### config.mk
export PLATFORM = sky130hd
export DESIGN_NAME = lightning_danger_accumulator_flat
export DESIGN_NICKNAME = d
export VERILOG_FILES = /design/src/rtl/lda_pkg.sv /design/src/rtl/lda_if.sv /design/src/rtl/lda_mul.sv /design/src/rtl/lda_div.sv /design/src/rtl/lightning_danger_accumulator.sv /design/src/flat_wrapper.sv
export SDC_FILE = /design/constraint.sdc
export NUM_CORES = 2
export LEC_CHECK = 0
export ABC_AREA = 1
export BUFFER_PORTS_ARGS = -buffer_cell sky130_fd_sc_hd__buf_2
export CORE_AREA = 2 2 385 272
export CTS_BUF_LIST = sky130_fd_sc_hd__clkbuf_4 sky130_fd_sc_hd__clkbuf_8 sky130_fd_sc_hd__clkbuf_16
export CTS_CLUSTER_SIZE = 25
export DETAILED_ROUTE_END_ITERATION = 8
export DIE_AREA = 0 0 387 274
export PLACE_DENSITY_LB_ADDON = 0.05
export SLEW_MARGIN = 20
export SYNTH_ARGS = -nofsm -noshare
export SYNTH_HDL_FRONTEND = slang
export SYNTH_HIERARCHICAL = 1
export SYNTH_SLANG_ARGS = --single-unit
### constraint.sdc
create_clock -name clk -period 7.4 [get_ports clk]
set_input_delay 1.11 -clock clk [delete_from_list [all_inputs] [get_ports clk]]
set_output_delay 1.11 -clock clk [all_outputs]
set_load 0.05 [all_outputs]
### src/rtl/lda_pkg.sv
// Shared types, constants and tables for the lightning danger accumulator.
// No dependencies; every other file in rtl but lda_if uses this package.
`default_nettype none

package lda_pkg;

  localparam int MAX_BINS  = 16;
  localparam int ACC_W     = 32;
  localparam int CFG_W     = 16;
  localparam int SCORE_W   = 40;
  localparam int PROD_W    = ACC_W + CFG_W;
  localparam int PCT_W     = 7;
  localparam int KM_W      = 6;
  localparam int DIV_NUM_W = CFG_W + PCT_W;

  typedef logic [3:0]         bin_sel_t;
  typedef logic [ACC_W-1:0]   acc_t;
  typedef logic [SCORE_W-1:0] score_t;
  typedef logic [CFG_W-1:0]   cfg_t;
  typedef logic [PCT_W-1:0]   pct_t;
  typedef logic [1:0]         cfg_idx_t;

  localparam cfg_idx_t CFG_DECAY      = 2'd0;
  localparam cfg_idx_t CFG_FLUSH      = 2'd1;
  localparam cfg_idx_t CFG_NEAREST    = 2'd2;
  localparam cfg_idx_t CFG_FULL_SCALE = 2'd3;

  localparam cfg_t DECAY_RESET      = 16'd64783;
  localparam cfg_t FLUSH_RESET      = 16'd66;
  localparam cfg_t NEAREST_RESET    = 16'd3277;
  localparam cfg_t FULL_SCALE_RESET = 16'd100;

  localparam acc_t ONE_Q16  = 32'h0001_0000;
  localparam acc_t ACC_MAX  = 32'hFFFF_FFFF;
  localparam logic [PROD_W-1:0] ROUND_HALF = 48'h0000_0000_8000;

  localparam logic [KM_W-1:0] KM_UNKNOWN_LO = 6'd0;
  localparam logic [KM_W-1:0] KM_UNKNOWN_HI = 6'd63;

  localparam pct_t PCT_LIMIT     = 7'd100;
  localparam pct_t PCT_ADVISORY  = 7'd5;
  localparam pct_t PCT_WARNING   = 7'd25;
  localparam pct_t PCT_DANGER    = 7'd50;
  localparam pct_t PCT_SEVERE    = 7'd75;

  localparam logic [2:0] LVL_SAFE     = 3'd0;
  localparam logic [2:0] LVL_ADVISORY = 3'd1;
  localparam logic [2:0] LVL_WARNING  = 3'd2;
  localparam logic [2:0] LVL_DANGER   = 3'd3;
  localparam logic [2:0] LVL_SEVERE   = 3'd4;

  localparam logic signed [6:0] NEAREST_NONE = -7'sd1;

  typedef enum logic [3:0] {
    S_IDLE,
    S_STRIKE,
    S_DECAY_MUL,
    S_DECAY_WB,
    S_WEIGHT_ACC,
    S_SCALE,
    S_CLAMP,
    S_DIV,
    S_DONE
  } state_t;

  typedef struct packed {
    logic                 start;
    logic [DIV_NUM_W-1:0] num;
    cfg_t                 den;
  } div_req_t;

  typedef struct packed {
    logic done;
    pct_t quot;
  } div_rsp_t;

  function automatic logic [4:0] bin_weight(bin_sel_t i);
    logic [4:0] w;
    case (i)
      4'd0:    w = 5'd20;
      4'd1:    w = 5'd16;
      4'd2:    w = 5'd10;
      4'd3:    w = 5'd6;
      4'd4:    w = 5'd4;
      4'd5:    w = 5'd2;
      default: w = 5'd1;
    endcase
    return w;
  endfunction

  function automatic logic [KM_W-1:0] bin_upper_km(bin_sel_t i);
    logic [KM_W-1:0] k;
    case (i)
      4'd0:    k = 6'd1;
      4'd1:    k = 6'd5;
      4'd2:    k = 6'd10;
      4'd3:    k = 6'd15;
      4'd4:    k = 6'd20;
      4'd5:    k = 6'd30;
      4'd6:    k = 6'd40;
      default: k = 6'd63;
    endcase
    return k;
  endfunction

endpackage

`default_nettype wire

### src/rtl/lda_if.sv
// Valid/ready channel interfaces for strike/tick items and danger results.
// No dependencies; its field widths are literals that match lda_pkg.
`default_nettype none

interface lda_item_if;
  logic       valid;
  logic       ready;
  logic       func;
  logic [5:0] distance_km;

  modport source (output valid, func, distance_km, input ready);
  modport sink   (input valid, func, distance_km, output ready);
endinterface

interface lda_result_if;
  logic               valid;
  logic               ready;
  logic [39:0]        danger_score;
  logic [6:0]         danger_pct;
  logic [2:0]         level;
  logic signed [6:0]  nearest_km;

  modport source (output valid, danger_score, danger_pct, level, nearest_km, input ready);
  modport sink   (input valid, danger_score, danger_pct, level, nearest_km, output ready);
endinterface

`default_nettype wire

### src/rtl/lda_mul.sv
// Shared 32 x 16 multiplier with registered product.
// Depends on lda_pkg.
`default_nettype none

module lda_mul (
  input  logic                  clk,
  input  lda_pkg::acc_t         a,
  input  lda_pkg::cfg_t         b,
  output logic [lda_pkg::PROD_W-1:0] prod
);
  import lda_pkg::*;

  always_ff @(posedge clk) begin
    prod <= {{CFG_W{1'b0}}, a} * {{ACC_W{1'b0}}, b};
  end

endmodule

`default_nettype wire

### src/rtl/lda_div.sv
// Restoring divider, one quotient bit per cycle, seven-bit quotient.
// Depends on lda_pkg; the numerator must stay below 128 times the divisor.
`default_nettype none

module lda_div (
  input  logic              clk,
  input  logic              rst,
  input  lda_pkg::div_req_t req,
  output lda_pkg::div_rsp_t rsp
);
  import lda_pkg::*;

  logic                 busy;
  logic                 done;
  logic [2:0]           step;
  logic [DIV_NUM_W-1:0] rem;
  logic [DIV_NUM_W-1:0] dsr;
  pct_t                 quot;
  logic                 fits;

  assign fits = (rem >= dsr);

  always_ff @(posedge clk) begin
    if (rst) begin
      busy <= 1'b0;
      done <= 1'b0;
      step <= '0;
    end else begin
      done <= 1'b0;
      if (req.start) begin
        busy <= 1'b1;
        step <= 3'(PCT_W - 1);
      end else if (busy) begin
        step <= step - 3'd1;
        if (step == 3'd0) begin
          busy <= 1'b0;
          done <= 1'b1;
        end
      end
    end
  end

  always_ff @(posedge clk) begin
    if (req.start) begin
      rem  <= req.num;
      dsr  <= {1'b0, req.den, {(PCT_W-1){1'b0}}};
      quot <= '0;
    end else if (busy) begin
      if (fits) begin
        rem <= rem - dsr;
      end
      quot <= {quot[PCT_W-2:0], fits};
      dsr  <= dsr >> 1;
    end
  end

  assign rsp.done = done;
  assign rsp.quot = quot;

endmodule

`default_nettype wire

### src/rtl/lightning_danger_accumulator.sv
// Lightning danger accumulator top level: sequencer, bin registers, output register.
// Depends on lda_pkg, lda_if, lda_mul and lda_div.
//
// A strike beat (func 0) adds 1.0 to its distance bin and delivers no result. A tick
// beat (func 1) decays every bin, finds the nearest active bin, forms the weighted score
// and the percentage, and delivers one result beat. Each bin uses the shared multiplier
// twice (decay product, then weight product), and the percentage comes from a serial
// divide unless it is clamped at the limit. Input is ready only while the sequencer is
// idle; a finished result waits in the output register, so strikes are taken while it
// is pending. Configuration writes take effect at once and belong in idle periods.
`default_nettype none

module lightning_danger_accumulator #(
  parameter int NUM_BINS = 8
) (
  input  logic                clk,
  input  logic                rst,
  lda_item_if.sink            item,
  lda_result_if.source        result,
  input  logic                cfg_we,
  input  lda_pkg::cfg_idx_t   cfg_index,
  input  lda_pkg::cfg_t       cfg_data
);
  import lda_pkg::*;

  localparam int IW = $clog2(NUM_BINS);
  localparam logic [IW-1:0] LAST_BIN = IW'(NUM_BINS - 1);
  localparam logic [IW-1:0] FAR_BIN  = IW'(NUM_BINS - 2);

  state_t state, state_next;

  acc_t               acc [NUM_BINS];
  logic [IW-1:0]      idx;
  logic [IW-1:0]      strike_bin;
  score_t             score;
  logic signed [6:0]  nearest;
  logic [PROD_W-1:0]  scaled;
  pct_t               pct;

  cfg_t decay_factor, flush_level, nearest_level, full_scale;
  cfg_t fs;

  acc_t              mul_a;
  cfg_t              mul_b;
  logic [PROD_W-1:0] prod;
  logic [PROD_W-1:0] rounded;
  acc_t              a_new;
  logic [SCORE_W:0]  score_sum;
  logic [31:0]       pct_num;
  logic [31:0]       fs101;
  logic              clamp;
  logic [KM_W-1:0]   bin_km;
  logic [2:0]        level_now;

  div_req_t div_req;
  div_rsp_t div_rsp;

  logic              res_valid;
  score_t            res_score;
  pct_t              res_pct;
  logic [2:0]        res_level;
  logic signed [6:0] res_nearest;

  logic item_beat;
  logic out_free;

  lda_mul u_mul (
    .clk  (clk),
    .a    (mul_a),
    .b    (mul_b),
    .prod (prod)
  );

  lda_div u_div (
    .clk (clk),
    .rst (rst),
    .req (div_req),
    .rsp (div_rsp)
  );

  // configuration
  always_ff @(posedge clk) begin
    if (rst) begin
      decay_factor  <= DECAY_RESET;
      flush_level   <= FLUSH_RESET;
      nearest_level <= NEAREST_RESET;
      full_scale    <= FULL_SCALE_RESET;
    end else if (cfg_we) begin
      unique case (cfg_index)
        CFG_DECAY:      decay_factor  <= cfg_data;
        CFG_FLUSH:      flush_level   <= cfg_data;
        CFG_NEAREST:    nearest_level <= cfg_data;
        CFG_FULL_SCALE: full_scale    <= cfg_data;
        default:        ;
      endcase
    end
  end

  assign fs = (full_scale == '0) ? 16'd1 : full_scale;

  always_comb begin
    strike_bin = FAR_BIN;
    for (int i = NUM_BINS - 2; i >= 0; i--) begin
      if (item.distance_km <= bin_upper_km(bin_sel_t'(i))) begin
        strike_bin = IW'(i);
      end
    end
    if (item.distance_km == KM_UNKNOWN_LO || item.distance_km == KM_UNKNOWN_HI) begin
      strike_bin = LAST_BIN;
    end
  end

  assign item_beat = item.valid && item.ready;
  assign out_free  = !res_valid || result.ready;

  assign rounded   = prod + ROUND_HALF;
  assign a_new     = (rounded[PROD_W-1:CFG_W] < {{(ACC_W-CFG_W){1'b0}}, flush_level})
                     ? '0 : rounded[PROD_W-1:CFG_W];
  assign score_sum = {1'b0, score} + {1'b0, prod[SCORE_W-1:0]};
  assign bin_km    = bin_upper_km(bin_sel_t'(idx));
  assign pct_num   = scaled[PROD_W-1:CFG_W];
  assign fs101     = (32'(fs) << 6) + (32'(fs) << 5) + (32'(fs) << 2) + 32'(fs);
  assign clamp     = (pct_num >= fs101);

  always_comb begin
    if (pct < PCT_ADVISORY)     level_now = LVL_SAFE;
    else if (pct < PCT_WARNING) level_now = LVL_ADVISORY;
    else if (pct < PCT_DANGER)  level_now = LVL_WARNING;
    else if (pct < PCT_SEVERE)  level_now = LVL_DANGER;
    else                        level_now = LVL_SEVERE;
  end

  // next state
  always_comb begin
    state_next = state;
    unique case (state)
      S_IDLE: begin
        if (item_beat) state_next = item.func ? S_DECAY_MUL : S_STRIKE;
      end
      S_STRIKE:     state_next = S_IDLE;
      S_DECAY_MUL:  state_next = S_DECAY_WB;
      S_DECAY_WB:   state_next = S_WEIGHT_ACC;
      S_WEIGHT_ACC: state_next = (idx == LAST_BIN) ? S_SCALE : S_DECAY_MUL;
      S_SCALE:      state_next = S_CLAMP;
      S_CLAMP:      state_next = clamp ? S_DONE : S_DIV;
      S_DIV: begin
        if (div_rsp.done) state_next = S_DONE;
      end
      S_DONE: begin
        if (out_free) state_next = S_IDLE;
      end
      default:      state_next = S_IDLE;
    endcase
  end

  // outputs of the sequencer
  always_comb begin
    item.ready    = 1'b0;
    mul_a         = acc[idx];
    mul_b         = decay_factor;
    div_req.start = 1'b0;
    div_req.num   = pct_num[DIV_NUM_W-1:0];
    div_req.den   = fs;
    unique case (state)
      S_IDLE:     item.ready = 1'b1;
      S_DECAY_WB: begin
        mul_a = a_new;
        mul_b = {{(CFG_W-5){1'b0}}, bin_weight(bin_sel_t'(idx))};
      end
      S_CLAMP:    div_req.start = !clamp;
      default:    ;
    endcase
  end

  always_ff @(posedge clk) begin
    if (rst) state <= S_IDLE;
    else     state <= state_next;
  end

  always_ff @(posedge clk) begin
    if (rst) begin
      for (int i = 0; i < NUM_BINS; i++) acc[i] <= '0;
      idx <= '0;
    end else begin
      unique case (state)
        S_IDLE: begin
          if (item_beat) idx <= item.func ? '0 : strike_bin;
        end
        S_STRIKE: begin
          acc[idx] <= (acc[idx] > ACC_MAX - ONE_Q16) ? ACC_MAX : acc[idx] + ONE_Q16;
        end
        S_DECAY_WB:   acc[idx] <= a_new;
        S_WEIGHT_ACC: begin
          if (idx != LAST_BIN) idx <= idx + 1'b1;
        end
        default: ;
      endcase
    end
  end

  always_ff @(posedge clk) begin
    unique case (state)
      S_IDLE: begin
        score   <= '0;
        nearest <= NEAREST_NONE;
      end
      S_DECAY_WB: begin
        if (idx != LAST_BIN && a_new > {{(ACC_W-CFG_W){1'b0}}, nearest_level} &&
            (nearest < 0 || $signed({1'b0, bin_km}) < nearest)) begin
          nearest <= $signed({1'b0, bin_km});
        end
      end
      S_WEIGHT_ACC: score <= score_sum[SCORE_W] ? '1 : score_sum[SCORE_W-1:0];
      S_SCALE: begin
        scaled <= ({{(PROD_W-SCORE_W){1'b0}}, score} << 6)
                + ({{(PROD_W-SCORE_W){1'b0}}, score} << 5)
                + ({{(PROD_W-SCORE_W){1'b0}}, score} << 2)
                + {{(PROD_W-CFG_W-15){1'b0}}, fs, 15'b0};
      end
      S_CLAMP: begin
        if (clamp) pct <= PCT_LIMIT;
      end
      S_DIV: begin
        if (div_rsp.done) pct <= div_rsp.quot;
      end
      default: ;
    endcase
  end

  // hold result until taken
  always_ff @(posedge clk) begin
    if (rst) begin
      res_valid <= 1'b0;
    end else if (state == S_DONE && out_free) begin
      res_valid <= 1'b1;
    end else if (result.ready) begin
      res_valid <= 1'b0;
    end
  end

  always_ff @(posedge clk) begin
    if (state == S_DONE && out_free) begin
      res_score   <= score;
      res_pct     <= pct;
      res_level   <= level_now;
      res_nearest <= nearest;
    end
  end

  assign result.valid        = res_valid;
  assign result.danger_score = res_score;
  assign result.danger_pct   = res_pct;
  assign result.level        = res_level;
  assign result.nearest_km   = res_nearest;

`ifndef SYNTH
  a_strike_next: assert property (@(posedge clk) disable iff (rst)
    item_beat && !item.func |=> state == S_STRIKE)
    else $error("strike beat did not enter update");

  a_div_owner: assert property (@(posedge clk) disable iff (rst)
    div_rsp.done |-> state == S_DIV)
    else $error("divider finished outside divide step");

  a_idx_range: assert property (@(posedge clk) disable iff (rst)
    idx <= LAST_BIN)
    else $error("bin index out of range");

  a_level_pct: assert property (@(posedge clk) disable iff (rst)
    res_valid |-> (res_pct <= PCT_LIMIT) &&
                  ((res_level == LVL_SEVERE) == (res_pct >= PCT_SEVERE)))
    else $error("result level does not match percentage");
`endif

endmodule

`default_nettype wire
### src/flat_wrapper.sv
// flat-port wrapper written by rule: the top's interface ports become plain ports
module lightning_danger_accumulator_flat import lda_pkg::*;
#(
  parameter int NUM_BINS = 8
)
  (clk, rst, cfg_we, cfg_index, cfg_data, item_valid, item_func, item_distance_km, item_ready, result_valid, result_danger_score, result_danger_pct, result_level, result_nearest_km, result_ready);
  lda_item_if item_i ();
  lda_result_if result_i ();
  input  logic clk;
  input  logic rst;
  input  logic cfg_we;
  input  lda_pkg::cfg_idx_t cfg_index;
  input  lda_pkg::cfg_t cfg_data;
  input wire logic [$bits(item_i.valid)-1:0] item_valid;
  input wire logic [$bits(item_i.func)-1:0] item_func;
  input wire logic [$bits(item_i.distance_km)-1:0] item_distance_km;
  output wire logic [$bits(item_i.ready)-1:0] item_ready;
  output wire logic [$bits(result_i.valid)-1:0] result_valid;
  output wire logic [$bits(result_i.danger_score)-1:0] result_danger_score;
  output wire logic [$bits(result_i.danger_pct)-1:0] result_danger_pct;
  output wire logic [$bits(result_i.level)-1:0] result_level;
  output wire logic [$bits(result_i.nearest_km)-1:0] result_nearest_km;
  input wire logic [$bits(result_i.ready)-1:0] result_ready;
  assign item_i.valid = item_valid;
  assign item_i.func = item_func;
  assign item_i.distance_km = item_distance_km;
  assign item_ready = item_i.ready;
  assign result_valid = result_i.valid;
  assign result_danger_score = result_i.danger_score;
  assign result_danger_pct = result_i.danger_pct;
  assign result_level = result_i.level;
  assign result_nearest_km = result_i.nearest_km;
  assign result_i.ready = result_ready;
  lightning_danger_accumulator #(.NUM_BINS(NUM_BINS)) u_core (.clk(clk), .rst(rst), .item(item_i), .result(result_i), .cfg_we(cfg_we), .cfg_index(cfg_index), .cfg_data(cfg_data));
endmodule
==> summary.md <==
| Metric | Value |
|---|---|
| Final setup fails | `36` |
| Synthesized area per cell | `7.59 µm²` |
| Share of cells above drive strength 1 | `16.6%` |
| Slew margin rel. | `27.9%` |
| Startpoint types | `register` |
| Final net count | `8593` |
| CP endpoint kind | `register` |
| Dpl hpwl | `~130000 µm` |
| Slew Viols, Final | `0` |
| Critical path required time | `between 7000 and 8000 ps` |
| Synth area leaders | `edfxtp_1 23%, fa_1 18%, nand2_1 14%` |
| Cts hold-fix bufs | `0` |
| Post-route ant nets | `0` |
| Most common cell after layout, fill and taps aside | `nand2_1` |
| Grt ovf | `0` |
| RSZ-0062 raised after global routing | `true` |
| CTS tree | `built` |
| Routed Wire Length | `roughly 180000 µm` |
| Share of the synthesized area in the top cell type | `23.5%` |
| Initial antenna violation count | `0` |
| Initial DRC Count | `roughly 4700` |
| Worst-case clock buffer depth | `3` |
| DRC | `0` |
| Crit-path most repeated cell | `nand2_1` |
| GP Congestion | `0.973` |
| Clock Sinks | `579` |
| Crit path max-delay cell type | `fa_2` |
| Inserted Clock Buffers | `66` |
| Via density | `about 5.4` |
| GRT Overall Usage | `about a third` |
| Drt wl/cell | `between 15 and 20 µm` |
| Row count | `99` |
| Sequential share of the synthesized area | `28.5%` |
| CTS Root Cell | `clkbuf_16` |
| Die Height | `274 µm` |
| Final period utilization | `106%` |
| Final Hold Vio Count | `0` |
| Area growth syn-to-layout | `16.8%` |
| Final min period | `7820 ps` |
| Crit Path Category | `register to register` |
| First-pass iteration count of the detailed router | `5` |
| CP delay by family, top | `adder cells` |
| Fillers | `9253` |
| Clock Skew | `54.9 ps` |
| Commonest cells after routing, fill and taps aside | `1963 x nand2_1, 1453 x inv_1, 615 x nor2_1` |
| Clock insertion delay at the later pin of the skew report | `between 600 and 700 ps` |
| Post-Syn Area | `56000 µm²` |
| Post-synthesis net count | `8257` |
| Initial Utilization | `a little over half` |
| Yosys warnings | `6` |
| Worst R2R Start | `u_core/u_mul/prod[16]` |
| Status | `complete, but fails checks` |
| Cells after Synth | `7378` |
| Worst Path Buf+Inv | `12` |
| Io pins | `89` |
| MaxCap Viol Count | `0` |
| Crit path from | `u_core/u_mul/prod[16]` |
| Failing checks | `negative setup slack` |
| Reg clk slew, reported paths | `around 60 ps` |
| Hold WS | `~450 ps` |
| Async set-reset flop share out of synthesis | `0%` |
| Multi-input gate area | `35200 µm²` |
| Cell accounting for the most synthesized area | `edfxtp_1` |
| Final WS setup | `-419 ps` |
| Critical Path AT | `about 8400 ps` |
| Die footprint | `106000 µm²` |
| Vias in the first global route | `46900` |
| Yosys reg bits | `about 580` |
| Top FF cell, synth | `edfxtp_1` |
| Die W | `387 µm` |
| Core ar. | `around 100000 µm²` |
| Slew at the pin closest to its max-slew limit | `roughly 1100 ps` |
| EDFF count, synth | `438` |
| First-pass GRT wire length | `276000 µm` |
| Largest net degree at the start of global routing | `between 80 and 90` |
| Routed via count | `48900` |
| Storage cell area | `16000 µm²` |
| HP Class | `register to register` |
| Antenna diodes | `0` |
| Largest fanout on the critical path | `7` |
| Distinct cells, synth | `56` |
| HP Start | `u_core/nearest[3]` |
| Slowest cell delay on critical path | `620 ps` |
| CTS H-Tree Depth | `3` |
| Input/output buffers | `88` |
| F_max | `about 130 MHz` |
-- cells by family (layout without fill, tap and decap cells) --
logic type	after synthesis	count (layout)	synth area share, %
simple gates	3417	3417	25.6
buf+inv	1801	2187	12.4
fa+ha+maj	849	849	25.6
compound gates	613	613	6.00
flops	579	579	28.5
xor+xnor	119	119	1.86
-- sequential cells by signal (all words and copies together), names as in the netlist, 3 cells and up, named ones only --
| name | cells |
|---|---|
| u_core/result.level | 3 |
| u_core/full_scale | 16 |
| u_core/u_mul/prod | 48 |
| u_core/score | 40 |
| u_core/u_div/dsr | 22 |
| u_core/state | 4 |
| u_core/acc | 256 |
| u_core/decay_factor | 16 |
| u_core/nearest_level | 16 |
| u_core/nearest | 7 |
| u_core/result.nearest_km | 7 |
| u_core/scaled | 32 |
| u_core/pct | 7 |
| u_core/u_div/quot | 7 |
| u_core/flush_level | 16 |
| u_core/u_div/step | 3 |
| u_core/result.danger_pct | 7 |
| u_core/idx | 3 |
| u_core/u_div/rem | 23 |
| u_core/result.danger_score | 40 |
-- worst register-to-register path: cells and delay by family, from the launching register on --
kind                     cells  cell delay (ps)
XOR/XNOR                     1              180
buffers and inverters       12             1240
flip-flops                   1              380
AO/OA/AOI/OAI                1              330
adder cells (fa/ha/maj)      8             3640
AND/OR/NAND/NOR             18             1900
-- metal layers --
layer / part of all wire [%] / wire [µm] / GRT usage, %
met4: 2.3 / 4090 / 7.88
met1: 47 / 83700 / 52.1
met5: 0 / 0 / 0
met3: 9.3 / 16400 / 5.81
met2: 41 / 73300 / 48.5
-- Yosys cell counts, types with 2 or more instances --
library cell	instances
o21bai_1	26
or2_1	4
fa_1	495
nor2_2	58
xor2_1	77
nor2_1	656
a221oi_1	2
nand2_2	92
nand2_1	2113
dfxtp_1	141
nor3_1	34
and3_1	6
nand3_1	312
a21o_1	15
a211oi_1	5
xnor2_1	42
a31oi_1	26
clkbuf_1	187
o21ai_0	231
edfxtp_1	438
or2_0	2
nor4_1	15
nand2_8	2
o211ai_1	21
o22ai_1	11
a21oi_1	251
buf_4	15
o21a_1	5
nand4_1	36
or2_2	7
a21oi_2	3
inv_1	1538
inv_2	12
and2_1	3
buf_2	34
a21boi_0	10
nand2_4	14
nand3b_1	19
nand3_2	25
nor2_4	15
ha_1	354
buf_6	12
-- cell type report --
class | count | share of cell area (%)
inverter | 1552 | 8.93
timing repair buffer | 517 | 6.75
multi-input combinational | 4998 | 53.8
clock buffer | 83 | 2.75
clock inverter | 35 | 0.656
tap | 1363 | 2.61
sequential | 579 | 24.5
-- final timing paths --
path	endpoint	slack, ps	cells past startpoint
setup reg to reg	u_core/u_mul/prod[24]	-420	40
hold reg to reg	u_core/result.nearest_km[3]	450	0
hold / removal	u_core/result.nearest_km[3]	450	0
setup / recovery	u_core/u_mul/prod[24]	-420	40
-- stage by stage --
stage / TNS [ps] / util (%) / std cells / instance area (µm²) / setup slack (ps)
floorplan: 0 / - / 7378 / 56000 / 8.32
global placement: -30570 / 58.4 / 8926 / 60200 / -1130
detailed placement: -25490 / 58.4 / 8926 / 60200 / -931
CTS: -4480 / 62.6 / 9108 / 64500 / -206
global route: -20660 / 63.5 / 9127 / 65400 / -667
finish: -9810 / 63.5 / 9127 / 65400 / -419
-- repair_timing --
action                                  CTS  global route
endpoints found under the setup margin   39            98
gates cloned                              4             0
buffers inserted                         61            21
pin swaps                               253           145
resized for setup                       392           224
Power is left out: the tool's default activity adds up to more than one toggle a clock period on the data nets, which glitch-free logic cannot reach.
